===== config.mk =====
export PLATFORM = sky130hd
export DESIGN_NAME = string_hash_bucket_select
export DESIGN_NICKNAME = d
export VERILOG_FILES = /design/src/rtl/shbs_pkg.sv /design/src/rtl/shbs_ctrl.sv /design/src/rtl/shbs_dp.sv /design/src/rtl/string_hash_bucket_select.sv
export SDC_FILE = /design/constraint.sdc
export NUM_CORES = 1
export LEC_CHECK = 0
export ABC_AREA = 1
export BUFFER_PORTS_ARGS = -buffer_cell sky130_fd_sc_hd__buf_2
export CAP_MARGIN = 20
export CORE_ASPECT_RATIO = 0.5
export CORE_MARGIN = 2
export CORE_UTILIZATION = 40
export CTS_BUF_LIST = sky130_fd_sc_hd__clkbuf_8
export DETAILED_ROUTE_END_ITERATION = 8
export HOLD_SLACK_MARGIN = 0.12
export PLACE_DENSITY = 0.6
export SETUP_SLACK_MARGIN = 0.2
export SLEW_MARGIN = 20
export SYNTH_ARGS = -nofsm -noshare
export SYNTH_HDL_FRONTEND = slang
export SYNTH_SLANG_ARGS = --single-unit

===== constraint.sdc =====
create_clock -name clk -period 15 [get_ports clk]
set_clock_uncertainty 0.15 [all_clocks]
set_input_delay 3.75 -clock clk [delete_from_list [all_inputs] [get_ports clk]]
set_output_delay 3.75 -clock clk [all_outputs]
set_load 0.02 [all_outputs]

===== src/rtl/shbs_pkg.sv =====
// Package for the string hash bucket select block: constants, codes and link types.
`timescale 1ns / 1ps
`default_nettype none

package shbs_pkg;

	// Field and register widths
	localparam int CHAR_W     = 7;
	localparam int BUCKET_W   = 16;
	localparam int FULL_W     = 64;
	localparam int IN_DATA_W  = 8;
	localparam int OUT_DATA_W = BUCKET_W + FULL_W;
	localparam int MODE_W     = 2;
	localparam int COUNT_W    = 17;
	localparam int CFG_DATA_W = COUNT_W;
	localparam int REG_IDX_W  = 1;

	// Hash defaults and constants
	localparam int HASH_BITS_DEF = 64;
	localparam int SUM_BITS      = 32;
	localparam logic [31:0] DJB2_SEED = 32'd5381;
	localparam logic [COUNT_W-1:0] MAX_BUCKETS = 17'd65536;
	localparam logic [COUNT_W-1:0] MIN_BUCKETS = 17'd1;

	// Register indexes on the configuration port
	localparam logic [REG_IDX_W-1:0] REG_HASH_MODE    = 1'b0;
	localparam logic [REG_IDX_W-1:0] REG_BUCKET_COUNT = 1'b1;

	// Hash modes
	typedef enum logic [MODE_W-1:0] {
		MODE_SUM  = 2'd0,
		MODE_LSB  = 2'd1,
		MODE_DJB2 = 2'd2,
		MODE_SDBM = 2'd3
	} mode_t;

	// Controller to datapath commands
	typedef struct packed {
		logic accept;    // input transfer: apply the character
		logic start;     // last character: load dividend and divisor
		logic div_step;  // one restoring-division step
		logic out_load;  // capture result in output register
	} cmd_t;

	// Datapath status
	typedef struct packed {
		logic               mid_string;
		logic [COUNT_W-1:0] divisor;
	} sts_t;

endpackage

`default_nettype wire


===== src/rtl/shbs_ctrl.sv =====
// Controller for the string hash block: run/divide state machine and output valid.
`timescale 1ns / 1ps
`default_nettype none

module shbs_ctrl #(
	parameter int HASH_BITS = shbs_pkg::HASH_BITS_DEF
) (
	input  wire logic          clk,
	input  wire logic          arst_n,
	input  wire logic          s_tvalid,
	input  wire logic          s_tlast,
	output logic               s_tready,
	output logic               m_tvalid,
	input  wire logic          m_tready,
	output shbs_pkg::cmd_t     cmd
);

	localparam int CNT_W = $clog2(HASH_BITS);

	typedef enum logic [1:0] {
		S_RUN = 2'b01,
		S_DIV = 2'b10
	} state_t;

	state_t           state_q, state_d;
	logic [CNT_W-1:0] cnt_q;
	logic             out_valid_q;
	logic             out_free;
	logic             cnt_zero;

	assign s_tready = (state_q == S_RUN);
	assign m_tvalid = out_valid_q;
	assign out_free = !out_valid_q || m_tready;
	assign cnt_zero = (cnt_q == '0);

	// Command decode
	always_comb begin
		cmd.accept   = s_tready && s_tvalid;
		cmd.start    = s_tready && s_tvalid && s_tlast;
		cmd.div_step = (state_q == S_DIV) && (!cnt_zero || out_free);
		cmd.out_load = (state_q == S_DIV) && cnt_zero && out_free;
	end

	// Next state
	always_comb begin
		state_d = state_q;
		case (state_q)
			S_RUN: begin
				if (cmd.start) state_d = S_DIV;
			end
			S_DIV: begin
				if (cmd.out_load) state_d = S_RUN;
			end
			default: state_d = S_RUN;
		endcase
	end

	// State, step counter and output valid
	always_ff @(posedge clk or negedge arst_n) begin
		if (!arst_n) begin
			state_q     <= S_RUN;
			cnt_q       <= '0;
			out_valid_q <= 1'b0;
		end else begin
			state_q <= state_d;
			if (cmd.start)
				cnt_q <= CNT_W'(HASH_BITS - 1);
			else if (cmd.div_step && !cnt_zero)
				cnt_q <= cnt_q - 1'b1;
			if (cmd.out_load)
				out_valid_q <= 1'b1;
			else if (m_tready)
				out_valid_q <= 1'b0;
		end
	end

endmodule

`default_nettype wire


===== src/rtl/shbs_dp.sv =====
// Datapath for the string hash block: config registers, hash update, serial modulo.
`timescale 1ns / 1ps
`default_nettype none

module shbs_dp #(
	parameter int HASH_BITS = shbs_pkg::HASH_BITS_DEF
) (
	input  wire logic                              clk,
	input  wire logic                              arst_n,
	input  wire logic                              cfg_we,
	input  wire logic [shbs_pkg::REG_IDX_W-1:0]    cfg_addr,
	input  wire logic [shbs_pkg::CFG_DATA_W-1:0]   cfg_data,
	input  wire logic [shbs_pkg::CHAR_W-1:0]       char_code,
	input  wire shbs_pkg::cmd_t                    cmd,
	output shbs_pkg::sts_t                         sts,
	output logic [shbs_pkg::BUCKET_W-1:0]          bucket_index,
	output logic [shbs_pkg::FULL_W-1:0]            full_hash
);

	localparam int CW = shbs_pkg::COUNT_W;

	shbs_pkg::mode_t      mode_q;
	logic [CW-1:0]        bucket_count_q;
	logic [HASH_BITS-1:0] hash_q;
	logic                 mid_q;
	logic [HASH_BITS-1:0] dividend_q;
	logic [CW-1:0]        rem_q;
	logic [CW-1:0]        divisor_q;
	logic [shbs_pkg::BUCKET_W-1:0] bucket_q;
	logic [HASH_BITS-1:0] full_q;

	logic [HASH_BITS-1:0] base;
	logic [HASH_BITS-1:0] hash_d;
	logic [HASH_BITS-1:0] c_ext;
	logic [shbs_pkg::SUM_BITS-1:0] sum_d;
	logic [CW-1:0]        divisor_eff;
	logic [CW:0]          rem_trial;
	logic [CW:0]          rem_sub;
	logic [CW-1:0]        rem_next;

	// Configuration registers
	always_ff @(posedge clk or negedge arst_n) begin
		if (!arst_n) begin
			mode_q         <= shbs_pkg::MODE_SDBM;
			bucket_count_q <= shbs_pkg::MIN_BUCKETS;
		end else if (cfg_we) begin
			case (cfg_addr)
				shbs_pkg::REG_HASH_MODE:
					mode_q <= shbs_pkg::mode_t'(cfg_data[shbs_pkg::MODE_W-1:0]);
				shbs_pkg::REG_BUCKET_COUNT:
					bucket_count_q <= cfg_data[CW-1:0];
				default: ;
			endcase
		end
	end

	// Hash update: start value at string start, then one character
	assign c_ext = HASH_BITS'(char_code);

	always_comb begin
		if (mid_q)
			base = hash_q;
		else if (mode_q == shbs_pkg::MODE_DJB2)
			base = HASH_BITS'(shbs_pkg::DJB2_SEED);
		else
			base = '0;
		sum_d  = '0;
		hash_d = '0;
		case (mode_q)
			shbs_pkg::MODE_SUM: begin
				sum_d  = base[shbs_pkg::SUM_BITS-1:0] + shbs_pkg::SUM_BITS'(char_code);
				hash_d = HASH_BITS'(sum_d);
			end
			shbs_pkg::MODE_LSB: begin
				sum_d  = base[shbs_pkg::SUM_BITS-1:0] + shbs_pkg::SUM_BITS'(char_code[0]);
				hash_d = HASH_BITS'(sum_d);
			end
			shbs_pkg::MODE_DJB2:
				hash_d = (base << 5) + base + c_ext;
			shbs_pkg::MODE_SDBM:
				hash_d = (base << 6) + (base << 16) - base + c_ext;
			default: hash_d = '0;
		endcase
	end

	always_ff @(posedge clk or negedge arst_n) begin
		if (!arst_n) begin
			hash_q <= '0;
			mid_q  <= 1'b0;
		end else if (cmd.accept) begin
			hash_q <= hash_d;
			mid_q  <= !cmd.start;
		end
	end

	// Bucket count clamped to 1..65536
	always_comb begin
		if (bucket_count_q == '0)
			divisor_eff = shbs_pkg::MIN_BUCKETS;
		else if (bucket_count_q > shbs_pkg::MAX_BUCKETS)
			divisor_eff = shbs_pkg::MAX_BUCKETS;
		else
			divisor_eff = bucket_count_q;
	end

	// Restoring modulo, one dividend bit per step, MSB first
	assign rem_trial = {rem_q, dividend_q[HASH_BITS-1]};
	assign rem_sub   = rem_trial - {1'b0, divisor_q};
	assign rem_next  = (rem_trial >= {1'b0, divisor_q}) ? rem_sub[CW-1:0] : rem_trial[CW-1:0];

	always_ff @(posedge clk) begin
		if (cmd.start) begin
			dividend_q <= hash_d;
			rem_q      <= '0;
			divisor_q  <= divisor_eff;
		end else if (cmd.div_step) begin
			dividend_q <= {dividend_q[HASH_BITS-2:0], 1'b0};
			rem_q      <= rem_next;
		end
	end

	// Output register: remainder and the hash it came from
	always_ff @(posedge clk) begin
		if (cmd.out_load) begin
			bucket_q <= rem_next[shbs_pkg::BUCKET_W-1:0];
			full_q   <= hash_q;
		end
	end

	assign bucket_index   = bucket_q;
	assign full_hash      = shbs_pkg::FULL_W'(full_q);
	assign sts.mid_string = mid_q;
	assign sts.divisor    = divisor_q;

endmodule

`default_nettype wire


===== src/rtl/string_hash_bucket_select.sv =====
// A character that is not the last is taken and applied to the hash. After the transfer of
// the last character, the serial modulo unit retires one hash bit per cycle and then raises
// m_tvalid, its final step waiting while the previous result is untaken. Characters are taken
// one per cycle while no modulo runs; a string end holds the input until its result is loaded.
// Reset (arst_n, asynchronous, active low): mode sdbm, one bucket, no string in progress,
// no result pending.
`timescale 1ns / 1ps
`default_nettype none

module string_hash_bucket_select #(
	parameter int HASH_BITS = shbs_pkg::HASH_BITS_DEF
) (
	input  wire logic                                clk,
	input  wire logic                                arst_n,
	input  wire logic                                cfg_we,
	input  wire logic [shbs_pkg::REG_IDX_W-1:0]      cfg_addr,
	input  wire logic [shbs_pkg::CFG_DATA_W-1:0]     cfg_data,
	input  wire logic                                s_tvalid,
	output logic                                     s_tready,
	input  wire logic [shbs_pkg::IN_DATA_W-1:0]      s_tdata,  // [6:0] char_code, [7] zero
	input  wire logic                                s_tlast,  // last_char
	output logic                                     m_tvalid,
	input  wire logic                                m_tready,
	output logic [shbs_pkg::OUT_DATA_W-1:0]          m_tdata   // [15:0] bucket_index, [79:16] full_hash
);

	shbs_pkg::cmd_t cmd;
	shbs_pkg::sts_t sts;
	logic [shbs_pkg::BUCKET_W-1:0] bucket_index;
	logic [shbs_pkg::FULL_W-1:0]   full_hash;

	// Controller
	shbs_ctrl #(
		.HASH_BITS(HASH_BITS)
	) u_ctrl (
		.clk      (clk),
		.arst_n   (arst_n),
		.s_tvalid (s_tvalid),
		.s_tlast  (s_tlast),
		.s_tready (s_tready),
		.m_tvalid (m_tvalid),
		.m_tready (m_tready),
		.cmd      (cmd)
	);

	// Datapath
	shbs_dp #(
		.HASH_BITS(HASH_BITS)
	) u_dp (
		.clk          (clk),
		.arst_n       (arst_n),
		.cfg_we       (cfg_we),
		.cfg_addr     (cfg_addr),
		.cfg_data     (cfg_data),
		.char_code    (s_tdata[shbs_pkg::CHAR_W-1:0]),
		.cmd          (cmd),
		.sts          (sts),
		.bucket_index (bucket_index),
		.full_hash    (full_hash)
	);

	assign m_tdata = {full_hash, bucket_index};

	// Checks
	// a result never overwrites one that has not been transferred
	assert property (@(posedge clk) disable iff (!arst_n)
		cmd.out_load |-> (!m_tvalid || m_tready))
		else $error("result register overwritten while pending");

	// a last character stops input until its modulo is done and the string is closed
	assert property (@(posedge clk) disable iff (!arst_n)
		cmd.start |=> (!s_tready && !sts.mid_string))
		else $error("input open or string still open after last character");

	// the bucket index is below the divisor it was reduced by
	assert property (@(posedge clk) disable iff (!arst_n)
		cmd.out_load |=> ({1'b0, m_tdata[shbs_pkg::BUCKET_W-1:0]} < sts.divisor))
		else $error("bucket index not below bucket count");

endmodule

`default_nettype wire

## Word level (Yosys, flattened, before mapping)

Index checks and enable logic that the tools add are counted.

- Flip-flop bits (word level): 271
- Bits in latches: 0
- Bits in writable memories: 0
- Memory bits (read-only): 0
- Output and inout bits: 82
- Memories kept: 0

- $add $sub $neg: 9
- Multiply operators: 0
- Div/mod/pow operators: 0
- Magnitude comparators: 2
- Eq/ne operators: 7
- Shifts and indexed selects: 0
- Multiplexer cells: 14
- Bitwise operators: 1
- Reduce and logical (&&, ||, !) cells: 21

Operators with widths:

| cell | count |
|---|---|
| one-hot mux 64 bit (4 select lines) | 1 |
| 2-to-1 mux 64 bit | 3 |
| adder 64 bit | 2 |
| adder 64 x 7 -> 64 bit | 2 |
| subtractor 64 bit | 1 |
| 2-to-1 mux 17 bit | 2 |
| adder 32 x 1 -> 32 bit | 1 |
| adder 32 x 7 -> 32 bit | 1 |
| >= comparator 18 x 17 -> 1 bit | 1 |
| > comparator 17 bit, second input constant | 1 |
| logical NOT 17 bit | 1 |
| subtractor 17 bit | 1 |
| 2-to-1 mux 13 bit | 1 |
| 2-to-1 mux 6 bit | 2 |
| == test 2 bit, second input constant | 3 |
| logical AND 1 bit | 6 |
| logical NOT 6 bit | 1 |
| AND reduction 2 bit | 3 |
| nonzero test 2 bit | 3 |
| subtractor 6 x 1 -> 6 bit, second input constant | 1 |
| == test 2 x 1 -> 1 bit, second input constant | 2 |
| 2-to-1 mux 2 bit | 2 |
| one-hot mux 2 bit (2 select lines) | 1 |
| logical NOT 1 bit | 3 |
| other kinds (7) | 9 |

## Depth between registers and ports, before layout

Gate-level depths: netlist of run 1.

- Depth after elaboration: 8
- Gate-level depth with buffers: 25
- Gate-level depth less buffers: 25

## Hierarchy

Synthesis of run 1 repeated with hierarchy kept, for this count alone.

- Cells, all modules: 4336
- Area, all modules: 27073.5 µm²

Modules (own cells, without submodules):

| module | times used | cells an instance | area an instance (µm²) | seq. area each (µm²) |
|---|---|---|---|---|
| shbs_dp | 1 | 4265 | 26499.2 | 7280.7 |
| shbs_ctrl | 1 | 71 | 574.3 | 226.5 |

## Worst setup path after synthesis of run 1

No wires, ideal clock.

- Kind: input port to flip-flop
- Start: input port m_tready
- End: register u_dp.bucket_q, in the netlist u_dp.bucket_index[0] (enable)
- Library setup time: 617 ps
- Data arrival time: 9238 ps
- Slack: 4995 ps
- Stages: 2
- Path buffers: 0
- Cell sequence: nor2_1 nor3_1

RTL lines:

| what | line | text |
|---|---|---|
| start, declared | string_hash_bucket_select.sv:23 | `input wire logic m_tready,` |
| end signal, assigned | shbs_dp.sv:125 | `bucket_q <= rem_next[shbs_pkg::BUCKET_W-1:0];` |
| end, declared | shbs_dp.sv:29 | `logic [shbs_pkg::BUCKET_W-1:0] bucket_q;` |

## Worst setup path in the final report of run 1

- Start: input port s_tdata[1] (netlist name)
- End: register u_dp.dividend_q[63] (data pin)

- Cells in the longest elaborated chain, start to end: 3
- Elaborated cells between the ends (all ways): 4
- Classes of those cells: add/sub: 2; mux: 2

Ends and longest elaborated chain:

| what | line | text |
|---|---|---|
| start, declared | string_hash_bucket_select.sv:20 | `input wire logic [shbs_pkg::IN_DATA_W-1:0] s_tdata,` |
| adder 64 x 7 -> 64 bit, on equally long branches | shbs_dp.sv:81, shbs_dp.sv:79 |  |
| one-hot mux 64 bit (4 select lines) (*) | shbs_dp.sv:69 | `case (mode_q)` |
| 2-to-1 mux 64 bit (*) | shbs_dp.sv:112 | `if (cmd.start) begin` |
| end signal, assigned | shbs_dp.sv:113 | `dividend_q <= hash_d;` |
| end signal, assigned | shbs_dp.sv:117 | `dividend_q <= {dividend_q[HASH_BITS-2:0], 1'b0};` |
| end, declared | shbs_dp.sv:26 | `logic [HASH_BITS-1:0] dividend_q;` |

Every way passes the cells marked *; elsewhere a longest branch is shown, timed or not.
A chain may end at the register's enable or synchronous reset.

==> flow_summary.toml, run 1 <==
[synth]
ys_warn_count = 0
synth_top_area_share_pct = 25.6
ys_top_cells_by_area = "nand2_1 26%, edfxtp_1 18%, inv_1 12%"
synthCells = 4301
ys_seq_area_share_pct = 27.9
synthMostInstantiatedCell = "nand2_1"
synth_cell_types = 44
async_reset_ff_share_pct = 34.3
syn_area_per_cell_um2 = 6.26
synth_edf_count = 161
syn_area_um2 = 26900
synthTopCellsByCount = "1840 x nand2_1, 881 x inv_1, 256 x nor2_1"
synth_seq_cells = 271
syn_nets = 4614
synthFlopType = "edfxtp_1"
yosysTopAreaCell = "nand2_1"

[route]
drt_pass1_iterations = 6
drtIter0Drc = 2340
wl_per_cell_um = 18.3
route.detailed.drc = 0
postRouteAntennaNets = 0
routed_wl_um = 97800
viasPerCell = 4.96
num_vias = 26500

[sta]
slew_violations = 0
hold_viol = 0
post-route-min-period_ps = 6650
setup_ws_ps = 8350
setup_viol = 0
fin_setup_tns_ps = 0
worst_slew_pin_slew_ps = 1120
fmax_mhz = 150
grt_setup_unrepaired = "no"
post-route-period-util_pct = 44.3
slew_headroom_pct = 25.5

[floorplan]
dieArea_um2 = 69600
row_count = 67
fp.dieH_um = 188
core_um2 = 66800
start_util_pct = 40.3
chipWidth_um = 371
ios = 114

[clock_network]
cts_tree = "done"
numCtsBuffers = 41
cts_setup_buffers = 0
cts_sinks = 271
cts_root_buffer = "clkbuf_8"
clk_pin_slew_ps = 60
cts_htree_levels = 2
clkLatencyLatePin_ps = 620
cts_resized = 0
ctsHoldBuffers = 0
cts.path.max_buffers = 3

[worst_setup_path]
crit_type = "in -> reg"
ff2ff_path_depth = 22
crit_chain = "buf_2 -> ha_1 -> ha_1 -> fa_1 -> nand3_1 -> nand3_1 -> nand2_1 -> nand2_1 -> nand2_1 -> nand2_1 -> nand2_1 -> nand2_1 -> nand2_1 -> nand2_1 -> nand2_1 -> nand3_1 -> nand2_1 -> nand2_1 -> nand2_1"
crit_fanout = 4
worstSetupEndpointType = "flip-flop"
rr_startpoint = "u_dp.mode_q[1]"
startpoint_type = "primary input"
crit_end = "u_dp.dividend_q[63]"
cp.arrival_ps = 6890
cp-startpoint = "s_tdata[1]"
rrSetupSlack_ps = 8560
r2r_end = "u_dp.dividend_q[63]"
cp_slowest_cell = "fa_1"
required_ps = 15240
cp_slowest_stage_delay_ps = 450
crit_top_cell = "nand2_1"

[grt]
track_usage_pct = 27.9
antenna_found_initial = 3
grt_start_max_net_pins = 71
overflow = 0
grt_pass1_wl_um = 147000
grt_pass1_vias = 24400

[power]
power.leakage_nw = 17.3
irDropWorstVdd_uv = 113
power.density_nw_per_um2 = 230

[placed_design]
port_buffers = 112
place_worst_setup_slack_ps = 7780
dpl.hpwl_um = 81600
gp_congestion = 1.01

[finish]
fillerInstances = 7205
num-nets-final = 4729
final_util_pct = 43.9
drive_gt1_share_pct = 5.82
area_delta_synth_final_pct = 8.99

[outcome]
status = "complete, no violations"

[hold_path]
min_path_type = "reg -> reg"

[run]
maxCapViolations = 0
## metal layers
| layer | track usage [%] | wire length [um] | vias to the layer above |
|---|---|---|---|
| li1 | - | - | 13400 |
| met1 | 40.5 | 46500 | 12100 |
| met2 | 43.4 | 41900 | 879 |
| met3 | 3.79 | 6650 | 134 |
| met4 | 7.74 | 2890 | 0 |
| met5 | 0 | 0 | - |
## layout make-up
cell class | count | area, um^2 | area share, %
multi-input cells | 3088 | 15900 | 54.1
diodes | 3 | 7.51 | 0.0256
well taps | 897 | 1120 | 3.82
inverters | 887 | 3330 | 11.3
clock buffers | 47 | 647 | 2.20
flip-flops and latches | 271 | 7510 | 25.6
clock inverters | 27 | 189 | 0.643
repair buffers | 127 | 676 | 2.30
## state kept, by name, summed over array words and instances, names as in the netlist
signal,cells
u_dp.divisor_q,17
u_ctrl.cnt_q,6
u_dp.mid_q,1
u_ctrl.m_tvalid,1
u_dp.bucket_count_q,17
u_dp.full_hash,64
u_dp.dividend_q,64
u_dp.hash_q,64
u_dp.bucket_index,16
u_dp.mode_q,2
u_ctrl.state_q,2
u_dp.rem_q,17
## cells by family (layout without fill, tap and decap cells)
kind of cell    count (synthesis)  after routing  share of synthesized area (%)
compound gates                296            296                           5.88
xor+xnor                       32             32                           1.04
fa+ha+maj                     281            281                           14.5
buf+inv                       942           1088                           13.2
flops                         271            271                           27.9
mux                            14             14                          0.585
other cells                     0              3                              0
simple gates                 2465           2465                           36.9
## worst max-delay path, delay by kind of cell
kind / cells / cell delay [ps]
and+or+nand+nor: 15 / 1980
adders and majority gates: 3 / 1020
buffers and inverters: 1 / 130
## through the flow
| step | hold slack [ps] | total power [mW] | instance area, um^2 | cells |
|---|---|---|---|---|
| 2_1_floorplan | 275 | 4.44 | 26900 | 4301 |
| 3_3_place_gp | 308 | 5.96 | 28500 | 5270 |
| 3_5_place_dp | 312 | 6.00 | 28500 | 5270 |
| 4_1_cts | 318 | 6.67 | 29400 | 5344 |
| 5_1_grt | 329 | 7.41 | 29400 | 5346 |
| 6_report | 310 | 6.74 | 29400 | 5347 |
## how the worst min path moves through the flow
stage                        start                 to  slack [ps]  depth (start not counted)
floorplan           u_dp.hash_q[2]  u_dp.full_hash[2]         270                          0
global placement    u_dp.rem_q[16]     u_dp.rem_q[16]         310                          2
detailed placement  u_dp.rem_q[16]     u_dp.rem_q[16]         310                          2
CTS                 u_dp.hash_q[8]  u_dp.full_hash[8]         320                          0
global route        u_dp.hash_q[8]  u_dp.full_hash[8]         330                          0
finish              u_dp.hash_q[8]  u_dp.full_hash[8]         310                          0
## layout by cell type (no fill, tap or decap), types with 17 or more instances in the layout
cell type,count
dfxtp_1,17
nand3b_1,37
buf_2,111
nand3_1,226
clkbuf_8,47
or2_2,19
edfxtp_1,161
dfrtp_1,88
nor3_1,31
nor2_1,256
nand2_1,1838
a21oi_1,158
fa_1,53
inv_1,889
o21ai_0,96
xor2_1,20
ha_1,228
nand4_1,19
## report_power, final
group	internal (mW)	switching [mW]
sequential	0.934	0.106
clock	0.325	0.307
combinational	1.48	3.59
Note: power is estimated with default switching activity, not from simulation.
==> run 2, diff against run 1 <==
- ABC_AREA: 1 -> 0
- clock period: 15 -> 7 ns (I/O delays scaled with it)
==> run 2 against run 1 <==
Worst hold slack got worse by 16 ps. Area after synthesis decreased by 11%. Clock power increased by 91%. Sequential share of layout area increased by 3.5 points. Routed wire length decreased by 20%. Combinational power increased by 93%. Cell area decreased by 12%. Sequential power increased by 120%. Largest power group unchanged.
==> flow_summary.toml, run 2 <==
[outcome]
status = "complete, no violations"

[clock_network]
cts_sinks = 271
cts_resized = 0
cts_htree_levels = 2
numCtsBuffers = 38
clk_pin_slew_ps = 70
cts.path.max_buffers = 3
cts_setup_buffers = 0
ctsHoldBuffers = 0
cts_root_buffer = "clkbuf_8"
clkLatencyLatePin_ps = 590
cts_tree = "done"

[route]
drt_pass1_iterations = 5
route.detailed.drc = 0
num_vias = 20600
viasPerCell = 5.72
postRouteAntennaNets = 0
routed_wl_um = 78200
wl_per_cell_um = 21.7
drtIter0Drc = 1553

[finish]
multi_input_area_um2 = 15000
stdcell_count = 3611
drive_gt1_share_pct = 10.4
ff_latch_area_um2 = 7510
area_delta_synth_final_pct = 8.16
mostFrequentLayoutCells = "367 x nand2_1, 233 x inv_1, 228 x ha_1, 197 x o21ai_0, 195 x a21oi_1"
fillerInstances = 5991
final_common_cell = "nand2_1"
num-nets-final = 3114
final_area_um2 = 25800

[sta]
slew_violations = 0
hold_viol = 0
setup_viol = 0
slew_headroom_pct = 38.5
setup_ws_ps = 906
fmax_mhz = 164
grt_setup_unrepaired = "no"
worst_slew_pin_slew_ps = 920
post-route-period-util_pct = 87.1
fin_setup_tns_ps = 0
post-route-min-period_ps = 6090

[synth]
yosysTopAreaCell = "edfxtp_1"
ys_warn_count = 0
synthFlopType = "edfxtp_1"
ys_top_cells_by_area = "edfxtp_1 20%, ha_1 12%, dfrtp_1 9.3%"
synth_top_area_share_pct = 20.3
synthTopCellsByCount = "370 x nand2_1, 228 x ha_1, 214 x inv_1"
synth_seq_cells = 271
synthMostInstantiatedCell = "nand2_1"
synth_edf_count = 161
async_reset_ff_share_pct = 34.3
synthCells = 2742
synth_cell_types = 104
syn_area_per_cell_um2 = 8.70
syn_nets = 3055
syn_area_um2 = 23900
ys_seq_area_share_pct = 31.5

[worst_setup_path]
crit_fanout = 7
required_ps = 7170
startpoint_type = "flip-flop"
crit_type = "reg -> reg"
worstSetupEndpointType = "flip-flop"
cp.arrival_ps = 6260

[run]
maxCapViolations = 0

[floorplan]
row_count = 63
dieArea_um2 = 61800
start_util_pct = 40.4
chipWidth_um = 349
core_um2 = 59100
fp.dieH_um = 177
ios = 114

[grt]
antenna_found_initial = 1
grt_pass1_vias = 19700
track_usage_pct = 25.0
grt_pass1_wl_um = 118000
overflow = 0
grt_start_max_net_pins = 91

[hold_path]
min_path_type = "reg -> reg"

[placed_design]
place_worst_setup_slack_ps = 859
gp_congestion = 0.991
dpl.hpwl_um = 62700
dpl.cell_count = 3541
port_buffers = 112
placed_area_um2 = 25100

[power]
p_switching_mw = 7.26
p_int_mw = 6.01
p_comb_share_pct = 73.9
irDropWorstVdd_uv = 252
power.density_nw_per_um2 = 514
switching_share_pct = 54.7
p_seq_share_pct = 16.9
power.leakage_nw = 11.6
clkPwrFrac_pct = 9.1
-- run 2: logic make-up (layout without fill, tap and decap cells) --
logic type / Yosys count / in the layout / share of synthesized area, %
AO/OA/AOI/OAI: 797 / 797 / 21.7
XOR/XNOR: 131 / 131 / 4.81
adder cells (fa/ha/maj): 281 / 281 / 16.4
buffers and inverters: 333 / 421 / 5.66
flip-flops: 271 / 271 / 31.5
multiplexers: 56 / 56 / 2.53
other: 0 / 1 / 0
AND/OR/NAND/NOR: 873 / 873 / 17.4
-- run 2: worst paths after layout --
path                                 start                  end  slack, ps  cells past startpoint
hold / removal             u_dp.hash_q[38]   u_dp.full_hash[38]        290                      0
max in group asynchronous           arst_n      u_dp.hash_q[21]       4480                      2
setup reg to reg            u_dp.mode_q[1]  u_dp.dividend_q[63]        910                     16
hold reg to reg            u_dp.hash_q[38]   u_dp.full_hash[38]        290                      0
min in group asynchronous           arst_n      u_ctrl.cnt_q[2]       1030                      1
setup / recovery            u_dp.mode_q[1]  u_dp.dividend_q[63]        910                     16
-- run 2: through the flow --
step / utilization (%) / total power [mW] / hold WS [ps]
after floorplan: - / 9.28 / 288
after global placement: 42.4 / 11.9 / 315
after detailed placement: 42.4 / 11.9 / 317
after CTS: 43.6 / 13.2 / 302
after global routing: 43.7 / 14.4 / 298
final: 43.7 / 13.3 / 294
-- run 2: cell type report --
class	instances	area share [%]
multi-input cells	2138	58.3
clock inverters	30	0.717
repair buffers	137	2.91
clock buffers	39	2.08
diodes	1	0.00969
inverters	215	3.13
flip-flops and latches	271	29.1
well taps	780	3.78
-- run 2: worst max-delay path, cell delays in order, from the launching register on --
cell and delay (ps):
dfstp_2 530, nand2_1 170, nor2_1 750, a21o_1 330, inv_1 130, fa_1 490
inv_1 40, ha_1 350, o211ai_1 130, o211a_1 270, o31ai_4 480, a31oi_1 280
a21oi_1 610, nand2_1 210, and3_1 210, nor4b_2 580, o21ai_1 100
-- run 2: per-layer routing --
layer  wire length, um  track usage (%)  up-vias  share of wire, %
met5                 0                0        -                 0
met4              2810             8.53        0               3.6
met3              3810             2.83      120               4.9
met2             36500             41.8      565                47
met1             35100             33.8     9948                45
li1                  -                -    10000                 -
-- run 2: power by group through the flow --
stage / clock network, mW / logic, mW / registers (mW)
finish: 1.21 / 9.81 / 2.25
global route: 1.32 / 10.8 / 2.28
CTS: 1.25 / 9.68 / 2.25
detailed placement: 0 / 9.63 / 2.29
global placement: 0 / 9.60 / 2.29
floorplan: 0 / 7.12 / 2.16
